--- src/circle_trace_point_generator_assert.svh ---
// Assertion macros used by the root engine of the circle trace point generator RTL.
// Each macro samples on the rising edge of clock and is disabled during reset.
`ifndef CIRCLE_TRACE_POINT_GENERATOR_ASSERT_SVH
`define CIRCLE_TRACE_POINT_GENERATOR_ASSERT_SVH

// cond holds at every edge
`define CTPG_ASSERT_HOLDS(label, cond, msg) \
   label: assert property (@(posedge clock) disable iff (reset) (cond)) else $error(msg);

// ante at an edge is followed by cons at the next edge
`define CTPG_ASSERT_NEXT(label, ante, cons, msg) \
   label: assert property (@(posedge clock) disable iff (reset) (ante) |=> (cons)) \
      else $error(msg);

`endif

--- src/ctpg_pkg.sv ---
// ----------------------------------------------------------------------------
// ctpg_pkg
// Shared constants and helpers for the circle trace point generator.
// ----------------------------------------------------------------------------
package ctpg_pkg;

   localparam int CENTER_W        = 12;
   localparam int OUT_W           = 14;
   localparam int RADIUS_BITS_DEF = 10;
   localparam int QUEUE_DEPTH     = 2;
   localparam int CSR_INDEX_W     = 2;

   // register indexes on the configuration port
   localparam logic [CSR_INDEX_W-1:0] CSR_CENTER_X = 2'd0;
   localparam logic [CSR_INDEX_W-1:0] CSR_CENTER_Y = 2'd1;
   localparam logic [CSR_INDEX_W-1:0] CSR_RADIUS   = 2'd2;

   function automatic int max_int(input int a, input int b);
      return (a > b) ? a : b;
   endfunction

endpackage

--- src/ctpg_front.sv ---
// ----------------------------------------------------------------------------
// ctpg_front
// Takes step transactions, advances the trace offset and direction, and
// pushes the new offset with its half-circle flag into the work queue.
// ----------------------------------------------------------------------------
module ctpg_front #(
   parameter int RADIUS_BITS = 10
) (
   input  logic                   clock,
   input  logic                   reset,
   input  logic [RADIUS_BITS-1:0] radius,
   input  logic                   req_push,
   output logic                   req_full,
   input  logic                   req_restart,
   output logic                   q_push,
   output logic [RADIUS_BITS+1:0] q_wdata,
   input  logic                   q_full
);

   localparam int RB = RADIUS_BITS;

   logic signed [RB:0]   offset_ff;
   logic signed [RB:0]   offset_in;
   logic                 up_ff;
   logic                 up_in;
   logic signed [RB:0]   d_sel;
   logic signed [RB+1:0] d_ext;
   logic signed [RB+1:0] r_ext;
   logic                 up_new;
   logic signed [RB:0]   d_new;

   assign req_full = q_full;
   assign q_push   = req_push & ~q_full;

   assign d_sel = req_restart ? -$signed({1'b0, radius}) : offset_ff;
   assign d_ext = (RB+2)'(d_sel);
   assign r_ext = $signed({2'b00, radius});

   // upper bound test wins when both bounds are met
   always_comb begin
      up_new = up_ff;
      if (d_ext <= -r_ext) begin
         up_new = 1'b1;
      end
      if (d_ext >= r_ext) begin
         up_new = 1'b0;
      end
   end

   assign d_new   = up_new ? d_sel + (RB+1)'(1) : d_sel - (RB+1)'(1);
   assign q_wdata = {up_new, d_new};

   assign offset_in = q_push ? d_new : offset_ff;
   assign up_in     = q_push ? up_new : up_ff;

   always_ff @(posedge clock) begin
      if (reset) begin
         offset_ff <= '1;
         up_ff     <= 1'b1;
      end else begin
         offset_ff <= offset_in;
         up_ff     <= up_in;
      end
   end

endmodule

--- src/ctpg_queue.sv ---
// ----------------------------------------------------------------------------
// ctpg_queue
// Short register queue between the step front end and the root engine.
// ----------------------------------------------------------------------------
module ctpg_queue
   import ctpg_pkg::*;
#(
   parameter int WIDTH = 12
) (
   input  logic             clock,
   input  logic             reset,
   input  logic             push,
   input  logic [WIDTH-1:0] wdata,
   output logic             full,
   input  logic             pop,
   output logic [WIDTH-1:0] rdata,
   output logic             empty
);

   localparam int PTR_W = (QUEUE_DEPTH > 1) ? $clog2(QUEUE_DEPTH) : 1;
   localparam int CNT_W = $clog2(QUEUE_DEPTH + 1);

   logic [WIDTH-1:0] entry_ff [QUEUE_DEPTH];
   logic [PTR_W-1:0] wr_ptr_ff;
   logic [PTR_W-1:0] wr_ptr_in;
   logic [PTR_W-1:0] rd_ptr_ff;
   logic [PTR_W-1:0] rd_ptr_in;
   logic [CNT_W-1:0] count_ff;
   logic [CNT_W-1:0] count_in;
   logic             do_push;
   logic             do_pop;

   assign full    = (count_ff == CNT_W'(QUEUE_DEPTH));
   assign empty   = (count_ff == '0);
   assign do_push = push & ~full;
   assign do_pop  = pop & ~empty;
   assign rdata   = entry_ff[rd_ptr_ff];

   assign wr_ptr_in = ~do_push ? wr_ptr_ff :
                      (wr_ptr_ff == PTR_W'(QUEUE_DEPTH-1)) ? '0 : wr_ptr_ff + PTR_W'(1);
   assign rd_ptr_in = ~do_pop ? rd_ptr_ff :
                      (rd_ptr_ff == PTR_W'(QUEUE_DEPTH-1)) ? '0 : rd_ptr_ff + PTR_W'(1);

   always_comb begin
      count_in = count_ff;
      if (do_push && !do_pop) begin
         count_in = count_ff + CNT_W'(1);
      end else if (do_pop && !do_push) begin
         count_in = count_ff - CNT_W'(1);
      end
   end

   always_ff @(posedge clock) begin
      if (do_push) begin
         entry_ff[wr_ptr_ff] <= wdata;
      end
   end

   always_ff @(posedge clock) begin
      if (reset) begin
         wr_ptr_ff <= '0;
         rd_ptr_ff <= '0;
         count_ff  <= '0;
      end else begin
         wr_ptr_ff <= wr_ptr_in;
         rd_ptr_ff <= rd_ptr_in;
         count_ff  <= count_in;
      end
   end

endmodule

--- src/ctpg_back.sv ---
// ----------------------------------------------------------------------------
// ctpg_back
// Root engine: squares radius and offset, takes a bit-serial integer square
// root of the difference, forms the traced point and holds it for the reader.
// ----------------------------------------------------------------------------
`include "circle_trace_point_generator_assert.svh"

module ctpg_back
   import ctpg_pkg::*;
#(
   parameter int RADIUS_BITS = 10
) (
   input  logic                    clock,
   input  logic                    reset,
   input  logic [CENTER_W-1:0]     center_x,
   input  logic [CENTER_W-1:0]     center_y,
   input  logic [RADIUS_BITS-1:0]  radius,
   input  logic [RADIUS_BITS+1:0]  q_rdata,
   input  logic                    q_empty,
   output logic                    q_pop,
   output logic                    rsp_empty,
   input  logic                    rsp_pop,
   output logic signed [OUT_W-1:0] rsp_point_x,
   output logic signed [OUT_W-1:0] rsp_point_y
);

   localparam int RB = RADIUS_BITS;
   localparam int VW = 2 * RB;
   localparam int DW = 2 * RB + 2;
   localparam int RW = RB + 2;
   localparam int IW = $clog2(RB);
   localparam int XW = max_int(CENTER_W, RB + 1) + 2;
   localparam int YW = max_int(CENTER_W, RB) + 2;

   localparam logic [2:0] ST_IDLE = 3'd0;
   localparam logic [2:0] ST_MUL  = 3'd1;
   localparam logic [2:0] ST_SUB  = 3'd2;
   localparam logic [2:0] ST_ITER = 3'd3;
   localparam logic [2:0] ST_DONE = 3'd4;

   logic [2:0]              state_ff, state_in;
   logic signed [RB:0]      d_ff, d_in;
   logic                    up_ff, up_in;
   logic [VW-1:0]           rr_ff, rr_in;
   logic [DW-1:0]           dd_ff, dd_in;
   logic [VW-1:0]           v_ff, v_in;
   logic [RW-1:0]           rem_ff, rem_in;
   logic [RB-1:0]           root_ff, root_in;
   logic [IW-1:0]           iter_ff, iter_in;
   logic                    out_valid_ff, out_valid_in;
   logic signed [OUT_W-1:0] x_ff, x_in;
   logic signed [OUT_W-1:0] y_ff, y_in;

   logic [RB:0]             abs_d;
   logic [RW-1:0]           rem_shift;
   logic [RW-1:0]           trial;
   logic                    exact;
   logic signed [XW-1:0]    x_full;
   logic signed [YW-1:0]    cy_ext;
   logic signed [YW-1:0]    s_ext;
   logic signed [YW-1:0]    y_full;

   assign abs_d     = d_ff[RB] ? (RB+1)'(-d_ff) : (RB+1)'(d_ff);
   assign rem_shift = {rem_ff[RB-1:0], v_ff[VW-1 -: 2]};
   assign trial     = {root_ff, 2'b01};
   assign exact     = (rem_ff == '0);

   assign x_full = $signed(XW'({1'b0, center_x})) + XW'(d_ff);
   assign cy_ext = $signed(YW'({1'b0, center_y}));
   assign s_ext  = $signed(YW'({1'b0, root_ff}));

   // lower half: truncate toward zero, so step one further down unless exact
   // or the real result is not above zero
   always_comb begin
      if (up_ff) begin
         y_full = cy_ext + s_ext;
      end else if (exact || (cy_ext <= s_ext)) begin
         y_full = cy_ext - s_ext;
      end else begin
         y_full = cy_ext - s_ext - YW'(1);
      end
   end

   always_comb begin
      state_in     = state_ff;
      d_in         = d_ff;
      up_in        = up_ff;
      rr_in        = rr_ff;
      dd_in        = dd_ff;
      v_in         = v_ff;
      rem_in       = rem_ff;
      root_in      = root_ff;
      iter_in      = iter_ff;
      out_valid_in = out_valid_ff & ~rsp_pop;
      x_in         = x_ff;
      y_in         = y_ff;
      q_pop        = 1'b0;
      case (state_ff)
         ST_IDLE: begin
            if (!q_empty) begin
               q_pop    = 1'b1;
               d_in     = $signed(q_rdata[RB:0]);
               up_in    = q_rdata[RB+1];
               state_in = ST_MUL;
            end
         end
         ST_MUL: begin
            rr_in    = VW'(radius * radius);
            dd_in    = DW'(abs_d * abs_d);
            state_in = ST_SUB;
         end
         ST_SUB: begin
            // saturate to zero outside the circle
            v_in     = ({2'b00, rr_ff} > dd_ff) ? VW'({2'b00, rr_ff} - dd_ff) : '0;
            rem_in   = '0;
            root_in  = '0;
            iter_in  = '0;
            state_in = ST_ITER;
         end
         ST_ITER: begin
            if (rem_shift >= trial) begin
               rem_in  = rem_shift - trial;
               root_in = {root_ff[RB-2:0], 1'b1};
            end else begin
               rem_in  = rem_shift;
               root_in = {root_ff[RB-2:0], 1'b0};
            end
            v_in    = {v_ff[VW-3:0], 2'b00};
            iter_in = iter_ff + IW'(1);
            if (iter_ff == IW'(RB - 1)) begin
               state_in = ST_DONE;
            end
         end
         ST_DONE: begin
            // hold until the output register is free
            if (!out_valid_ff || rsp_pop) begin
               out_valid_in = 1'b1;
               x_in         = x_full[OUT_W-1:0];
               y_in         = y_full[OUT_W-1:0];
               state_in     = ST_IDLE;
            end
         end
         default: begin
            state_in = ST_IDLE;
         end
      endcase
   end

   always_ff @(posedge clock) begin
      if (reset) begin
         state_ff     <= ST_IDLE;
         out_valid_ff <= 1'b0;
      end else begin
         state_ff     <= state_in;
         out_valid_ff <= out_valid_in;
      end
   end

   always_ff @(posedge clock) begin
      d_ff    <= d_in;
      up_ff   <= up_in;
      rr_ff   <= rr_in;
      dd_ff   <= dd_in;
      v_ff    <= v_in;
      rem_ff  <= rem_in;
      root_ff <= root_in;
      iter_ff <= iter_in;
      x_ff    <= x_in;
      y_ff    <= y_in;
   end

   assign rsp_empty   = ~out_valid_ff;
   assign rsp_point_x = x_ff;
   assign rsp_point_y = y_ff;

   `CTPG_ASSERT_HOLDS(a_iter_bound, (state_ff != ST_ITER) || (iter_ff < IW'(RB - 1)) || (iter_ff == IW'(RB - 1)), "root iteration count out of range")
   `CTPG_ASSERT_NEXT(a_done_stall, (state_ff == ST_DONE) && out_valid_ff && !rsp_pop, state_ff == ST_DONE, "finished point dropped while output stalled")
   `CTPG_ASSERT_NEXT(a_valid_source, (state_ff != ST_DONE) && !out_valid_ff, !out_valid_ff, "result appeared without a finished root")

endmodule

--- src/circle_trace_point_generator.sv ---
// ----------------------------------------------------------------------------
// circle_trace_point_generator
// Traces a circle one point per transaction: x = cx + d, y = cy +/- isqrt.
//
// Usage:
//  - Input queue: raise req_push with req_restart while req_full is low; each
//    transaction steps the offset d by one (restart first returns it to -R).
//  - Result queue: while rsp_empty is low, rsp_point_x/rsp_point_y hold the
//    oldest point; raise rsp_pop to take it. Points come out in input order.
//  - Configuration: csr_wen writes csr_wdata to register csr_index at once
//    (center_x, center_y, radius). Write only while no point is in flight.
//  - Each step passes ST_IDLE (pop), ST_MUL (squares), ST_SUB (difference),
//    ST_ITER (bit-serial square root, one root bit per cycle) and ST_DONE; the
//    root unit takes no new step until the current point is in the output register.
//  - A two-entry queue lets steps be taken while the root unit is busy; when
//    the reader stalls, the finished point waits in the output register and
//    the queue fills, then req_full rises.
//  - Reset: centers 0, radius 1, offset -1, upper half first, both queues
//    empty. No clearing pass is needed.
// ----------------------------------------------------------------------------
module circle_trace_point_generator
   import ctpg_pkg::*;
#(
   parameter int RADIUS_BITS = RADIUS_BITS_DEF,
   localparam int CSR_W = max_int(CENTER_W, RADIUS_BITS)
) (
   input  logic                    clock,
   input  logic                    reset,
   input  logic                    req_push,
   output logic                    req_full,
   input  logic                    req_restart,
   output logic                    rsp_empty,
   input  logic                    rsp_pop,
   output logic signed [OUT_W-1:0] rsp_point_x,
   output logic signed [OUT_W-1:0] rsp_point_y,
   input  logic                    csr_wen,
   input  logic [CSR_INDEX_W-1:0]  csr_index,
   input  logic [CSR_W-1:0]        csr_wdata
);

   localparam int QW = RADIUS_BITS + 2;

   logic [CENTER_W-1:0]    center_x_ff, center_x_in;
   logic [CENTER_W-1:0]    center_y_ff, center_y_in;
   logic [RADIUS_BITS-1:0] radius_ff, radius_in;

   logic          q_push;
   logic [QW-1:0] q_wdata;
   logic          q_full;
   logic          q_pop;
   logic [QW-1:0] q_rdata;
   logic          q_empty;

   always_comb begin
      center_x_in = center_x_ff;
      center_y_in = center_y_ff;
      radius_in   = radius_ff;
      if (csr_wen) begin
         case (csr_index)
            CSR_CENTER_X: center_x_in = csr_wdata[CENTER_W-1:0];
            CSR_CENTER_Y: center_y_in = csr_wdata[CENTER_W-1:0];
            CSR_RADIUS:   radius_in   = csr_wdata[RADIUS_BITS-1:0];
            default:      ;
         endcase
      end
   end

   always_ff @(posedge clock) begin
      if (reset) begin
         center_x_ff <= '0;
         center_y_ff <= '0;
         radius_ff   <= RADIUS_BITS'(1);
      end else begin
         center_x_ff <= center_x_in;
         center_y_ff <= center_y_in;
         radius_ff   <= radius_in;
      end
   end

   ctpg_front #(
      .RADIUS_BITS(RADIUS_BITS)
   ) u_front (
      .clock       (clock),
      .reset       (reset),
      .radius      (radius_ff),
      .req_push    (req_push),
      .req_full    (req_full),
      .req_restart (req_restart),
      .q_push      (q_push),
      .q_wdata     (q_wdata),
      .q_full      (q_full)
   );

   ctpg_queue #(
      .WIDTH(QW)
   ) u_queue (
      .clock (clock),
      .reset (reset),
      .push  (q_push),
      .wdata (q_wdata),
      .full  (q_full),
      .pop   (q_pop),
      .rdata (q_rdata),
      .empty (q_empty)
   );

   ctpg_back #(
      .RADIUS_BITS(RADIUS_BITS)
   ) u_back (
      .clock       (clock),
      .reset       (reset),
      .center_x    (center_x_ff),
      .center_y    (center_y_ff),
      .radius      (radius_ff),
      .q_rdata     (q_rdata),
      .q_empty     (q_empty),
      .q_pop       (q_pop),
      .rsp_empty   (rsp_empty),
      .rsp_pop     (rsp_pop),
      .rsp_point_x (rsp_point_x),
      .rsp_point_y (rsp_point_y)
   );

endmodule

--- config.mk ---
export PLATFORM = sky130hd
export DESIGN_NAME = circle_trace_point_generator
export DESIGN_NICKNAME = d
export VERILOG_FILES = /design/src/ctpg_pkg.sv /design/src/ctpg_front.sv /design/src/ctpg_queue.sv /design/src/ctpg_back.sv /design/src/circle_trace_point_generator.sv
export VERILOG_INCLUDE_DIRS = /design/src /design/src/src
export SDC_FILE = /design/constraint.sdc
export NUM_CORES = 1
export LEC_CHECK = 0
export BUFFER_PORTS_ARGS = -buffer_cell sky130_fd_sc_hd__buf_2
export CAP_MARGIN = 20
export CORE_ASPECT_RATIO = 2
export CORE_MARGIN = 2
export CORE_UTILIZATION = 65
export CTS_BUF_LIST = sky130_fd_sc_hd__clkbuf_8
export DETAILED_ROUTE_END_ITERATION = 8
export PLACE_DENSITY = 0.83
export SLEW_MARGIN = 20
export SYNTH_ARGS = -nofsm -noshare
export SYNTH_HDL_FRONTEND = slang
export SYNTH_HIERARCHICAL = 1
export SYNTH_SLANG_ARGS = --single-unit
export TNS_END_PERCENT = 50
--- constraint.sdc ---
create_clock -name clock -period 8.6 [get_ports clock]
set_input_delay 1.72 -clock clock [delete_from_list [all_inputs] [get_ports clock]]
set_output_delay 1.72 -clock clock [all_outputs]
set_load 0.1 [all_outputs]
## Word level (Yosys, flattened, before mapping)

Memories as Yosys holds them, arrays and structs flattened. A register that Yosys moved wholly into a read port is not among the register bits.
Index checks and enable logic that the tools add are counted.

| cells by class | value |
|---|---|
| $add $sub $neg | 16 |
| multiply operators | 2 |
| $lt $le $gt $ge | 5 |
| equal/unequal tests | 11 |
| multiplexer cells | 28 |
| bitwise logic cells | 8 |
| reductions and logical operators | 19 |

Operators by type and width:

| kind | count |
|---|---|
| one-hot mux 20 bit (2 select lines) | 1 |
| 2-to-1 mux 11 bit | 3 |
| 2-to-1 mux 14 bit | 2 |
| one-hot mux 12 bit (2 select lines) | 1 |
| greater-than comparator 20 x 22 -> 1 bit | 1 |
| multiplier 11 x 11 -> 22 bit | 1 |
| multiplier 10 x 10 -> 20 bit | 1 |
| 2-to-1 mux 20 bit | 1 |
| one-hot mux 10 bit (2 select lines) | 1 |
| subtractor 20 bit | 1 |
| one-hot mux 3 bit (5 select lines) | 1 |
| adder 13 x 11 -> 14 bit | 1 |
| subtractor 14 x 2 -> 14 bit (second input constant) | 1 |
| adder 12 x 10 -> 13 bit | 1 |
| subtractor 12 x 10 -> 13 bit | 1 |
| >= comparator 12 bit | 1 |
| less-or-equal comparator 11 x 12 -> 1 bit | 1 |
| less-or-equal comparator 12 x 10 -> 1 bit | 1 |
| zero test 12 bit | 1 |
| 2-to-1 mux 12 bit | 1 |
| negation 10 -> 12 bit | 1 |
| subtractor 12 bit | 1 |
| adder 11 x 2 -> 11 bit (second input constant) | 1 |
| >= comparator 11 bit | 1 |
| 29 further kinds | 62 |

| storage, ports and cells | value |
|---|---|
| flip-flop bits (word level) | 170 |
| bits in writable memories | 24 |
| input port bits | 20 |
| output and inout bits | 30 |
| word-level logic and storage cells | 108 |
| memories kept | 1 |

Memories:

| name | depth | width | rd ports | clocked after Yosys merged registers in | write ports | line | text |
|---|---|---|---|---|---|---|---|
| u_queue.entry_ff | 2 | 12 | 1 | 1 | 1 | ctpg_queue.sv:23 | `logic [WIDTH-1:0] entry_ff [QUEUE_DEPTH];` |

## Logic depth before layout (Yosys ltp)

Gate-level depths: netlist (run 1).

| depth | value |
|---|---|
| word-level depth | 8 |
| depth in mapped cells | 26 |
| depth with buffers taken out | 25 |

## Modules after synthesis

The synthesis (run 1) kept the hierarchy.

By module, submodules not included:

| module | times used | cells each | area an instance (um^2) | seq. area each (um^2) |
|---|---|---|---|---|
| ctpg_back | 1 | 1411 | 13827.0 | 3863.7 |
| ctpg_front | 1 | 214 | 1710.4 | 240.2 |
| circle_trace_point_generator | 1 | 128 | 1401.3 | 680.7 |
| ctpg_queue | 1 | 62 | 1078.5 | 820.8 |

## Worst setup path after synthesis (run 1)

OpenSTA, ideal clock, no wires.

| timing | value |
|---|---|
| kind | reg2reg |
| from | register u_back.d_ff[0] |
| to | register u_back.dd_ff[20] (data pin) |
| library setup time | 0.257 ns |
| arrival time | 6.244 ns |
| data required time | 8.343 ns |
| slack | 2.099 ns |
| cell stages (with the launch flop) | 24 |
| path buffers | 1 |
| clock period less this slack | 6.501 ns |
| cells stage by stage | edfxtp_1 inv_1 clkbuf_1 ha_1 nand3_1 nand2_1 xor2_1 clkinv_1 nand2_1 fa_1 fa_1 inv_1 fa_1 fa_1 inv_1 fa_1 inv_1 ha_1 and2_1 a311oi_1 o21ai_1 a21o_1 a221o_1 xor2_1 |

| between the ends | value |
|---|---|
| longest elaborated chain between the ends | 3 |

RTL lines:

| what | line | text |
|---|---|---|
| start: declaration | ctpg_back.sv:42 | `logic signed [RB:0] d_ff, d_in;` |
| start signal: assignment | ctpg_back.sv:160 | `d_ff <= d_in;` |
| negation 11 bit | ctpg_back.sv:63 | `assign abs_d = d_ff[RB] ? (RB+1)'(-d_ff) : (RB+1)'(d_ff);` |
| 2-to-1 mux 11 bit (*) | ctpg_back.sv:63 |  |
| multiplier 11 x 11 -> 22 bit (*) | ctpg_back.sv:109 | `dd_in = DW'(abs_d * abs_d);` |
| end signal: assignment | ctpg_back.sv:163 | `dd_ff <= dd_in;` |
| end: declaration | ctpg_back.sv:45 | `logic [DW-1:0] dd_ff, dd_in;` |

Mark *: on every way between the ends. The rest lies on a longest branch, timed or not.
A chain may end at the register's enable or synchronous reset.

## Worst setup path in the final report (run 1)

Ends and elaborated chain as after synthesis.

==> impl_metrics.toml, run 1 <==
[synth]
mappedNetlistArea_um2 = 18000
synth_edf_count = 150
synth_area_leaders = "edfxtp_1 (25%), ha_1 (14%), fa_1 (13%)"
yosysTopAreaCell = "edfxtp_1"
yosysTopAreaCellShare_pct = 25.0
synth_common_cells = "inv_1 (259), ha_1 (202), edfxtp_1 (150)"
synth_cell_types = 87
synth-seq-area-share_pct = 31.1
synthFlopType = "edfxtp_1"
syn_avg_cell_area_um2 = 9.93
ys.warnings.count = 6
synthArstFlopShare_pct = 0
yosys.cell_count.top_type = "inv_1"
syn_inst = 1815
ys_ff_latch = 205

[cts]
cts_setup_buffers = 0
postCtsHoldBufs = 0
cts_htree_levels = 1
clock_sinks = 205
numCtsBuffers = 29
cts_tree = "done"
cts.path.max_buffers = 3
ctsRootBufferMaster = "clkbuf_8"
clkLatencyLatePin_ps = 610
cts_resized = 0
clk_pin_slew_ps = 70

[setup_path]
cp-end-kind = "register"
cp.arrival_ps = 7600
path_cells = "inv_1, ha_1, nand2_1, o31ai_1, xnor2_1, nand2_1, fa_1, inv_1, fa_1, inv_1, fa_1, inv_1, fa_1, inv_1, fa_1, inv_1, ha_1, nor3_1, nor2_1, a311oi_1, o21ai_1, a21o_1, a221o_1, xor2_1"
cp_common_cell = "inv_1"
path_delay_family = "adder cells"
crit_path_top_delay_cell = "xnor2_1"
cp-start-kind = "register"
required_ps = 8920
crit_buf_inv = 6
critical-path-max-stage-delay_ps = 760
path_max_fanout = 11
critical_path_class = "register to register"

[route]
antenna_left = 0
wire_per_inst_um = 19.2
first_iter_violations = 711
first_pass_iters = 5
vias_per_cell = 5.96
vias = 13362
drt_wl_total_um = 43000
drcViolationCount = 0

[floorplan]
pin_count = 50
core_um2 = 27400
die_w_um = 122
dieArea_um2 = 29100
fp.dieH_um = 239
num_rows = 86
start_util_pct = 65.7

[global_routing]
grt_pass1_vias = 14371
gr-usage-all-layers_pct = 30.5
antenna_found_initial = 1
grt_overflow_total = 0
grt_max_degree = 63
grt_pass1_wl_um = 69200

[sta]
final.min_clock_period_ps = 7280
relSlewSlack_pct = 34.9
min_period_over_period_pct = 84.7
fmax_mhz = 137
worstMarginPinSlew_ps = 975
hold_viol = 0
finClkSkew_ps = 41.5
tns_ps = 0
grt_setup_unrepaired = "no"
drv_slew = 0
finalSetupViolCount = 0

[placed_design]
place.gp.congestion = 0.959
dp_hpwl_um = 33800
port-buffer-count = 49

[final_layout]
area_growth_pct = 6.58
drive_gt1_share_pct = 7.90
fillerInstances = 2073
multi_input_area_um2 = 11300
nNetsFinal = 2201
regArea_um2 = 5610

[run_status]
outcome = "completed"

[worst_hold_path]
hp-class = "register to register"

[job]
drv_cap = 0
per-layer routing:
| layer | vias to the layer above | wire length (um) | track usage [%] |
|---|---|---|---|
| met5 | - | 0 | 0 |
| met4 | 0 | 3080 | 20.8 |
| met3 | 174 | 1310 | 3.29 |
| met2 | 361 | 24300 | 60.0 |
| met1 | 6520 | 14300 | 28.3 |
| li1 | 6307 | - | - |
registers in the layout, summed over array words and instances, names as in the netlist, 2 cells and up, named ones only:
signal and count:
u_back/v_ff 20, radius_ff 10, center_y_ff 12, u_front/offset_ff 11
u_back/rem_ff 12, u_queue/count_ff 2, u_back/rsp_point_y 14, u_back/iter_ff 4
u_back/root_ff 10, u_back/d_ff 11, u_back/rr_ff 19, u_back/rsp_point_x 14
u_back/dd_ff 21, u_queue/entry_ff 24, u_back/state_ff 3, center_x_ff 12
cell type report:
class	count	area share, %
multi-input cells	1308	58.7
clock buffers	31	2.22
inverters	263	5.14
flip-flops and latches	205	29.2
repair buffers	57	1.59
clock inverters	23	0.860
diodes	2	0.0261
well taps	352	2.29
final timing paths:
kind	start	endpoint	slack [ps]	depth (start not counted)
worst max-delay path	u_back/d_ff[0]	u_back/dd_ff[20]	1320	24
worst min-delay path	u_queue/wr_ptr_ff	u_queue/wr_ptr_ff	490	2
worst max register to register	u_back/d_ff[0]	u_back/dd_ff[20]	1320	24
worst min register to register	u_queue/wr_ptr_ff	u_queue/wr_ptr_ff	490	2
kinds of logic after synthesis:
| group | Yosys count | share of synthesized area, % |
|---|---|---|
| and+or+nand+nor | 470 | 13.3 |
| AOI/OAI and AO/OA | 323 | 12.3 |
| adders and majority gates | 317 | 26.8 |
| buffers and inverters | 307 | 6.62 |
| DFF | 205 | 31.1 |
| xor gates and xnor gates | 131 | 6.37 |
| muxes | 60 | 3.44 |
| other | 2 | 0.0417 |
cells in the final DEF, fill, tap and decap left out, types with 44 or more instances in the layout:
master      n
inv_1     271
buf_2      49
nand2b_1   65
mux2i_1    44
edfxtp_1  150
and2_1     50
a21oi_1    91
o21ai_0    54
xnor2_1    95
nand2_1   110
ha_1      202
dfxtp_1    55
nor2_1    112
fa_1      115
worst min-delay path, delay by kind of cell (launching register included):
kind,cells,cell delay [ps]
AOI/OAI and AO/OA,2,130
DFF,1,310
stage by stage:
| step | util [%] | cell area (um2) | hold WS [ps] | instances | worst slack, ps |
|---|---|---|---|---|---|
| after global routing | 70.0 | 19200 | 505 | 2240 | 952 |
| after global placement | 67.8 | 18600 | 466 | 2185 | 1700 |
| final | 70.0 | 19200 | 488 | 2241 | 1320 |
| after detailed placement | 67.8 | 18600 | 477 | 2185 | 1520 |
| after floorplan | - | 18000 | 448 | 1820 | 2100 |
| after CTS | 69.9 | 19200 | 492 | 2239 | 1430 |
Power of run 1 is left out: the tool's default activity adds up to more than one toggle a clock period on the data nets, which glitch-free logic cannot reach.
==> inputs of run 2 (changes only) <==
--- a/config.mk
+++ b/config.mk
@@ -10,10 +10,10 @@
 export CAP_MARGIN = 20
 export CORE_ASPECT_RATIO = 2
 export CORE_MARGIN = 2
-export CORE_UTILIZATION = 65
+export CORE_UTILIZATION = 60
 export CTS_BUF_LIST = sky130_fd_sc_hd__clkbuf_8
 export DETAILED_ROUTE_END_ITERATION = 8
-export PLACE_DENSITY = 0.83
+export PLACE_DENSITY = 0.8
 export SLEW_MARGIN = 20
 export SYNTH_ARGS = -nofsm -noshare
 export SYNTH_HDL_FRONTEND = slang
==> constraint.sdc (replaced) <==
create_clock -name clock -period 6.05 [get_ports clock]
set_input_delay 1.21 -clock clock [delete_from_list [all_inputs] [get_ports clock]]
set_output_delay 1.21 -clock clock [all_outputs]
set_load 0.1 [all_outputs]
==> run 2 against run 1 <==
  * The flow now finishes with violations (setup timing)
  * Maximum frequency rose by 18%
  * Clock-buffer cell count rose by 1
  * Sequential share of layout area fell by 1.9 points
  * Worst setup slack got worse by 1400 ps
  * Final cell count rose by 4.0%
  * First-iteration DRC count rose by 7.7%
  * Die area rose by 8.1%
  * Sequential cell count did not move
  * Non-clock buffer count rose by 76
  * Hold slack got worse by 6.4 ps
  * Utilization fell by 0.46 points
  * Register-to-register slack got worse by 1400 ps
==> impl_metrics.toml, run 2 (synthesis gave the netlist of run 1 again) <==
[cts]
cts.path.max_buffers = 3
clk_pin_slew_ps = 70
clkLatencyLatePin_ps = 620
numCtsBuffers = 31
ctsRootBufferMaster = "clkbuf_8"
cts_tree = "done"
postCtsHoldBufs = 0
cts_htree_levels = 1
clock_sinks = 205

[floorplan]
die_w_um = 127
core_um2 = 29500
dieArea_um2 = 31500
pin_count = 50
fp.dieH_um = 249
start_util_pct = 61.1
num_rows = 89

[global_routing]
grt_pass1_vias = 14676
grt_pass1_wl_um = 71500
grt_max_degree = 63
gr-usage-all-layers_pct = 28.4
grt_overflow_total = 0
antenna_found_initial = 1

[route]
drt_wl_total_um = 45300
drcViolationCount = 0
first_iter_violations = 766
vias = 13820
vias_per_cell = 5.93
first_pass_iters = 5
antenna_left = 0
wire_per_inst_um = 19.4

[final_layout]
layout_commonest_cell = "inv_1"
multi_input_area_um2 = 11800
nNetsFinal = 2279
fin_cells = 2331
top_register = "u_queue/entry_ff"
area_growth_pct = 13.9
final_cell_mix = "inv_1 (252), ha_1 (193), edfxtp_1 (150)"
largest_registers = "u_queue/entry_ff: 24 flops, u_back/dd_ff: 21 flops, u_back/v_ff: 20 flops"
regArea_um2 = 5610
fillerInstances = 2131
largest_reg_flops = 24
drive_gt1_share_pct = 16.1

[sta]
worstMarginPinSlew_ps = 950
drv_slew = 0
finClkSkew_ps = 39.7
finalSetupViolCount = 2
final.min_clock_period_ps = 6150
min_period_over_period_pct = 102
hold_viol = 0
tns_ps = -116
grt_setup_unrepaired = "yes"
fmax_mhz = 163
setup_slack_ps = -102
relSlewSlack_pct = 36.7

[worst_hold_path]
worstHoldStart = "u_queue/wr_ptr_ff"
hp-class = "register to register"

[setup_path]
required_ps = 6390
path_delay_family = "adder cells"
r2r_start = "u_back/d_ff[2]"
path_cells = "nor2_4, nand3_4, o21ai_0, xnor2_1, buf_4, inv_1, fa_1, fa_1, inv_1, fa_1, fa_1, inv_1, fa_1, inv_2, ha_4, and2_1, a311oi_2, o21ai_1, a21o_1, a221o_1, xor2_1"
path_max_fanout = 6
critical-path-max-stage-delay_ps = 520
cp_common_cell = "fa_1"
cp.arrival_ps = 6490
cp-start-kind = "register"
critical_path_class = "register to register"
startpoint = "u_back/d_ff[2]"
crit_path_top_delay_cell = "fa_1"
crit_buf_inv = 5
cp-end-kind = "register"

[placed_design]
place.gp.congestion = 0.977
dp_cells = 2257
dp_hpwl_um = 35300
port-buffer-count = 49

[job]
drv_cap = 0

[run_status]
outcome = "complete, but fails checks"
violations = "setup timing"
run 2: routing by layer:
metal  vias up  global-route usage, %  wire length (um)
met3       205                   2.77              1380
li1       6485                      -                 -
met1      6730                   25.9             14500
met4         0                   21.7              3850
met2       400                   55.4             25500
met5         -                      0                 0
run 2: area by class of cell:
class	instances	share of cell area (%)
diodes	1	0.0122
clock buffers	32	2.15
clock inverters	25	1.49
inverters	263	4.82
multi-input cells	1308	57.5
flip-flops and latches	205	27.3
well taps	364	2.22
repair buffers	133	4.44
run 2: worst reg2reg max path, delay by kind of cell (launching register included):
family	cells	cell delay [ps]
flip-flops	1	430
adder cells (fa/ha/maj)	6	2750
XOR/XNOR	2	400
buffers and inverters	5	520
AND/OR/NAND/NOR	3	470
AO/OA/AOI/OAI	5	1310
run 2: final timing paths:
path	depth (start not counted)	slack, ps	endpoint
hold reg to reg	2	480	u_queue/wr_ptr_ff
setup / recovery	21	-100	u_back/dd_ff[20]
setup reg to reg	21	-100	u_back/dd_ff[20]
hold / removal	2	480	u_queue/wr_ptr_ff
run 2: repair_timing:
item | CTS | global route
resized for setup | 50 | 54
endpoints found under the setup margin | 4 | 17
pin swaps | 32 | 28
cloned | 0 | 0
setup buffers | 10 | 7
hold endpoints to repair | 0 | 0
run 2: stage by stage:
stage                     area, um2  utilization (%)  setup slack [ps]  hold WS [ps]
after detailed placement      19200             64.9              -102           476
after floorplan               18100                -              17.3           448
final                         20500             69.5              -102           482
after global placement        19200             64.9              42.9           461
after CTS                     20200             68.5              12.2           487
after global routing          20500             69.5              -329           512
Power of run 2 is left out for the same reason.
==> inputs of run 3 (changes only) <==
--- a/config.mk
+++ b/config.mk
@@ -10,10 +10,10 @@
 export CAP_MARGIN = 20
 export CORE_ASPECT_RATIO = 2
 export CORE_MARGIN = 2
-export CORE_UTILIZATION = 60
-export CTS_BUF_LIST = sky130_fd_sc_hd__clkbuf_8
+export CORE_UTILIZATION = 65
+export CTS_BUF_LIST = sky130_fd_sc_hd__clkbuf_4 sky130_fd_sc_hd__clkbuf_8
 export DETAILED_ROUTE_END_ITERATION = 8
-export PLACE_DENSITY = 0.8
+export PLACE_DENSITY = 0.83
 export SLEW_MARGIN = 20
 export SYNTH_ARGS = -nofsm -noshare
 export SYNTH_HDL_FRONTEND = slang
==> constraint.sdc (replaced) <==
create_clock -name clock -period 7.1 [get_ports clock]
set_input_delay 1.42 -clock clock [delete_from_list [all_inputs] [get_ports clock]]
set_output_delay 1.42 -clock clock [all_outputs]
set_load 0.1 [all_outputs]
==> run 3 against run 2 <==
  * The flow now finishes without violations
  * Global-route usage up 1.9 points
  * First-iteration DRC count down 26%
  * Worst setup slack better by 630 ps
  * Final cell count down 3.3%
  * Wire length down 5.0%
  * Clock skew down 9.3 ps
  * Sequential cell count unchanged
  * Die area down 7.5%
  * Critical path type unchanged
==> impl_metrics.toml, run 3 (synthesis gave the netlist of run 1 again) <==
[run_status]
outcome = "completed"

[placed_design]
place.gp.congestion = 0.967
dp_hpwl_um = 34000
port-buffer-count = 49
placed_area_um2 = 18700
dp_cells = 2200

[worst_hold_path]
worstHoldPathCells = 2
whs_endpoint = "center_x_ff[6]"
hp-class = "register to register"
worstHoldStart = "center_x_ff[6]"

[sta]
worstMarginPinSlew_ps = 953
relSlewSlack_pct = 36.5
finalSetupViolCount = 0
final.min_clock_period_ps = 6580
drv_slew = 0
grt_setup_unrepaired = "no"
tns_ps = 0
finClkSkew_ps = 30.4
hold_viol = 0
min_period_over_period_pct = 92.6
fmax_mhz = 152
timing.hold.ws_ps = 498

[global_routing]
grt_pass1_vias = 14507
grt_overflow_total = 0
grt_pass1_wl_um = 68900
grt_max_degree = 63
antenna_found_initial = 1
gr-usage-all-layers_pct = 30.4

[route]
drt_wl_total_um = 43000
route.met2.wl_um = 24200
wirelength_met1_um = 14400
antenna_left = 0
top_layer_used = "met4"
vias = 13439
wire_per_inst_um = 19.1
vias_per_cell = 5.96
first_pass_iters = 5
dr_wl_met3_um = 1220
first_iter_violations = 567
drcViolationCount = 0

[setup_path]
critical_path_class = "register to register"
r2r_cells = 23
crit_buf_inv = 5
critical-path-max-stage-delay_ps = 560
rrSetupSlack_ps = 520
r2r_start = "u_back/d_ff[3]"
cp-end-kind = "register"
cp.arrival_ps = 6920
path_cells = "nor2_1, nand3_1, o41ai_2, xnor2_2, nand2_1, fa_1, inv_1, fa_1, inv_1, fa_1, inv_1, fa_1, inv_1, fa_1, inv_1, ha_1, nor3_1, o211ai_1, a311oi_2, o21ai_1, a21o_1, a221o_1, xor2_1"
crit_path_top_delay_cell = "fa_1"
rr_endpoint = "u_back/dd_ff[20]"
path_max_fanout = 8
cp-start-kind = "register"
required_ps = 7440
path_delay_family = "adder cells"

[floorplan]
core_um2 = 27400
start_util_pct = 65.7
num_rows = 86
pin_count = 50
die_w_um = 122
dieArea_um2 = 29100
fp.dieH_um = 239

[cts]
cts_htree_levels = 1
ctsRootBufferMaster = "clkbuf_8"
cts.path.max_buffers = 3
cts_resized = 0
cts_tree = "done"
clkLatencyLatePin_ps = 610
clk_pin_slew_ps = 70
numCtsBuffers = 29
clock_sinks = 205
postCtsHoldBufs = 0
cts_setup_buffers = 0

[final_layout]
fin_cells = 2255
fillerInstances = 2041
area_growth_pct = 7.84
largest_registers = "u_queue/entry_ff: 24 flops, u_back/dd_ff: 21 flops, u_back/v_ff: 20 flops"
fin_area_um2 = 19400
layout_commonest_cell = "inv_1"
drive_gt1_share_pct = 9.20
largest_reg_flops = 24
nNetsFinal = 2216
final_cell_mix = "inv_1 (259), ha_1 (202), edfxtp_1 (150)"
top_register = "u_queue/entry_ff"

[job]
drv_cap = 0
==> run 3: cell types whose count changed in the layout (fill, tap and decap cells not counted), sizes merged <==
cell and delta:
buf -61, inv -7, clkinv +6, bufinv -2
==> run 3: worst max-delay path by stage <==
stage,from,end,slack (ps),depth (start not counted)
finish,u_back/d_ff[3],u_back/dd_ff[20],520,23
global route,u_back/d_ff[7],u_back/dd_ff[21],60,24
CTS,u_back/d_ff[3],u_back/dd_ff[20],240,23
detailed placement,u_back/d_ff[3],u_back/dd_ff[20],260,23
global placement,u_back/d_ff[3],u_back/dd_ff[20],420,23
floorplan,u_back/d_ff[0],u_back/dd_ff[20],600,23
==> run 3: final cells by class <==
type / instances / area [um2] / share of cell area, %
multi-input combinational: 1308 / 11300 / 58.2
tap: 352 / 440 / 2.27
clock inverter: 22 / 253 / 1.30
inverter: 263 / 987 / 5.08
timing repair buffer: 72 / 418 / 2.15
antenna: 1 / 2.50 / 0.0129
sequential: 205 / 5610 / 28.8
clock buffer: 32 / 422 / 2.17
==> run 3: metrics by stage <==
stage	util, %	setup slack (ps)
CTS	70.7	239
global route	70.8	63.5
floorplan	-	599
global placement	68.2	417
detailed placement	68.2	257
finish	70.8	525
==> run 3: routing by layer <==
metal,global-route usage [%],up-vias
met5,0,-
met4,21.1,0
met3,2.74,187
met2,59.9,380
met1,28.2,6531
li1,-,6341
==> run 3: tightest hold or removal path, cell delays in order (launching register included) <==
cell and delay [ps]:
dfxtp_1 320, nand2b_1 70, mux2i_1 60
Power of run 3 is left out for the same reason.
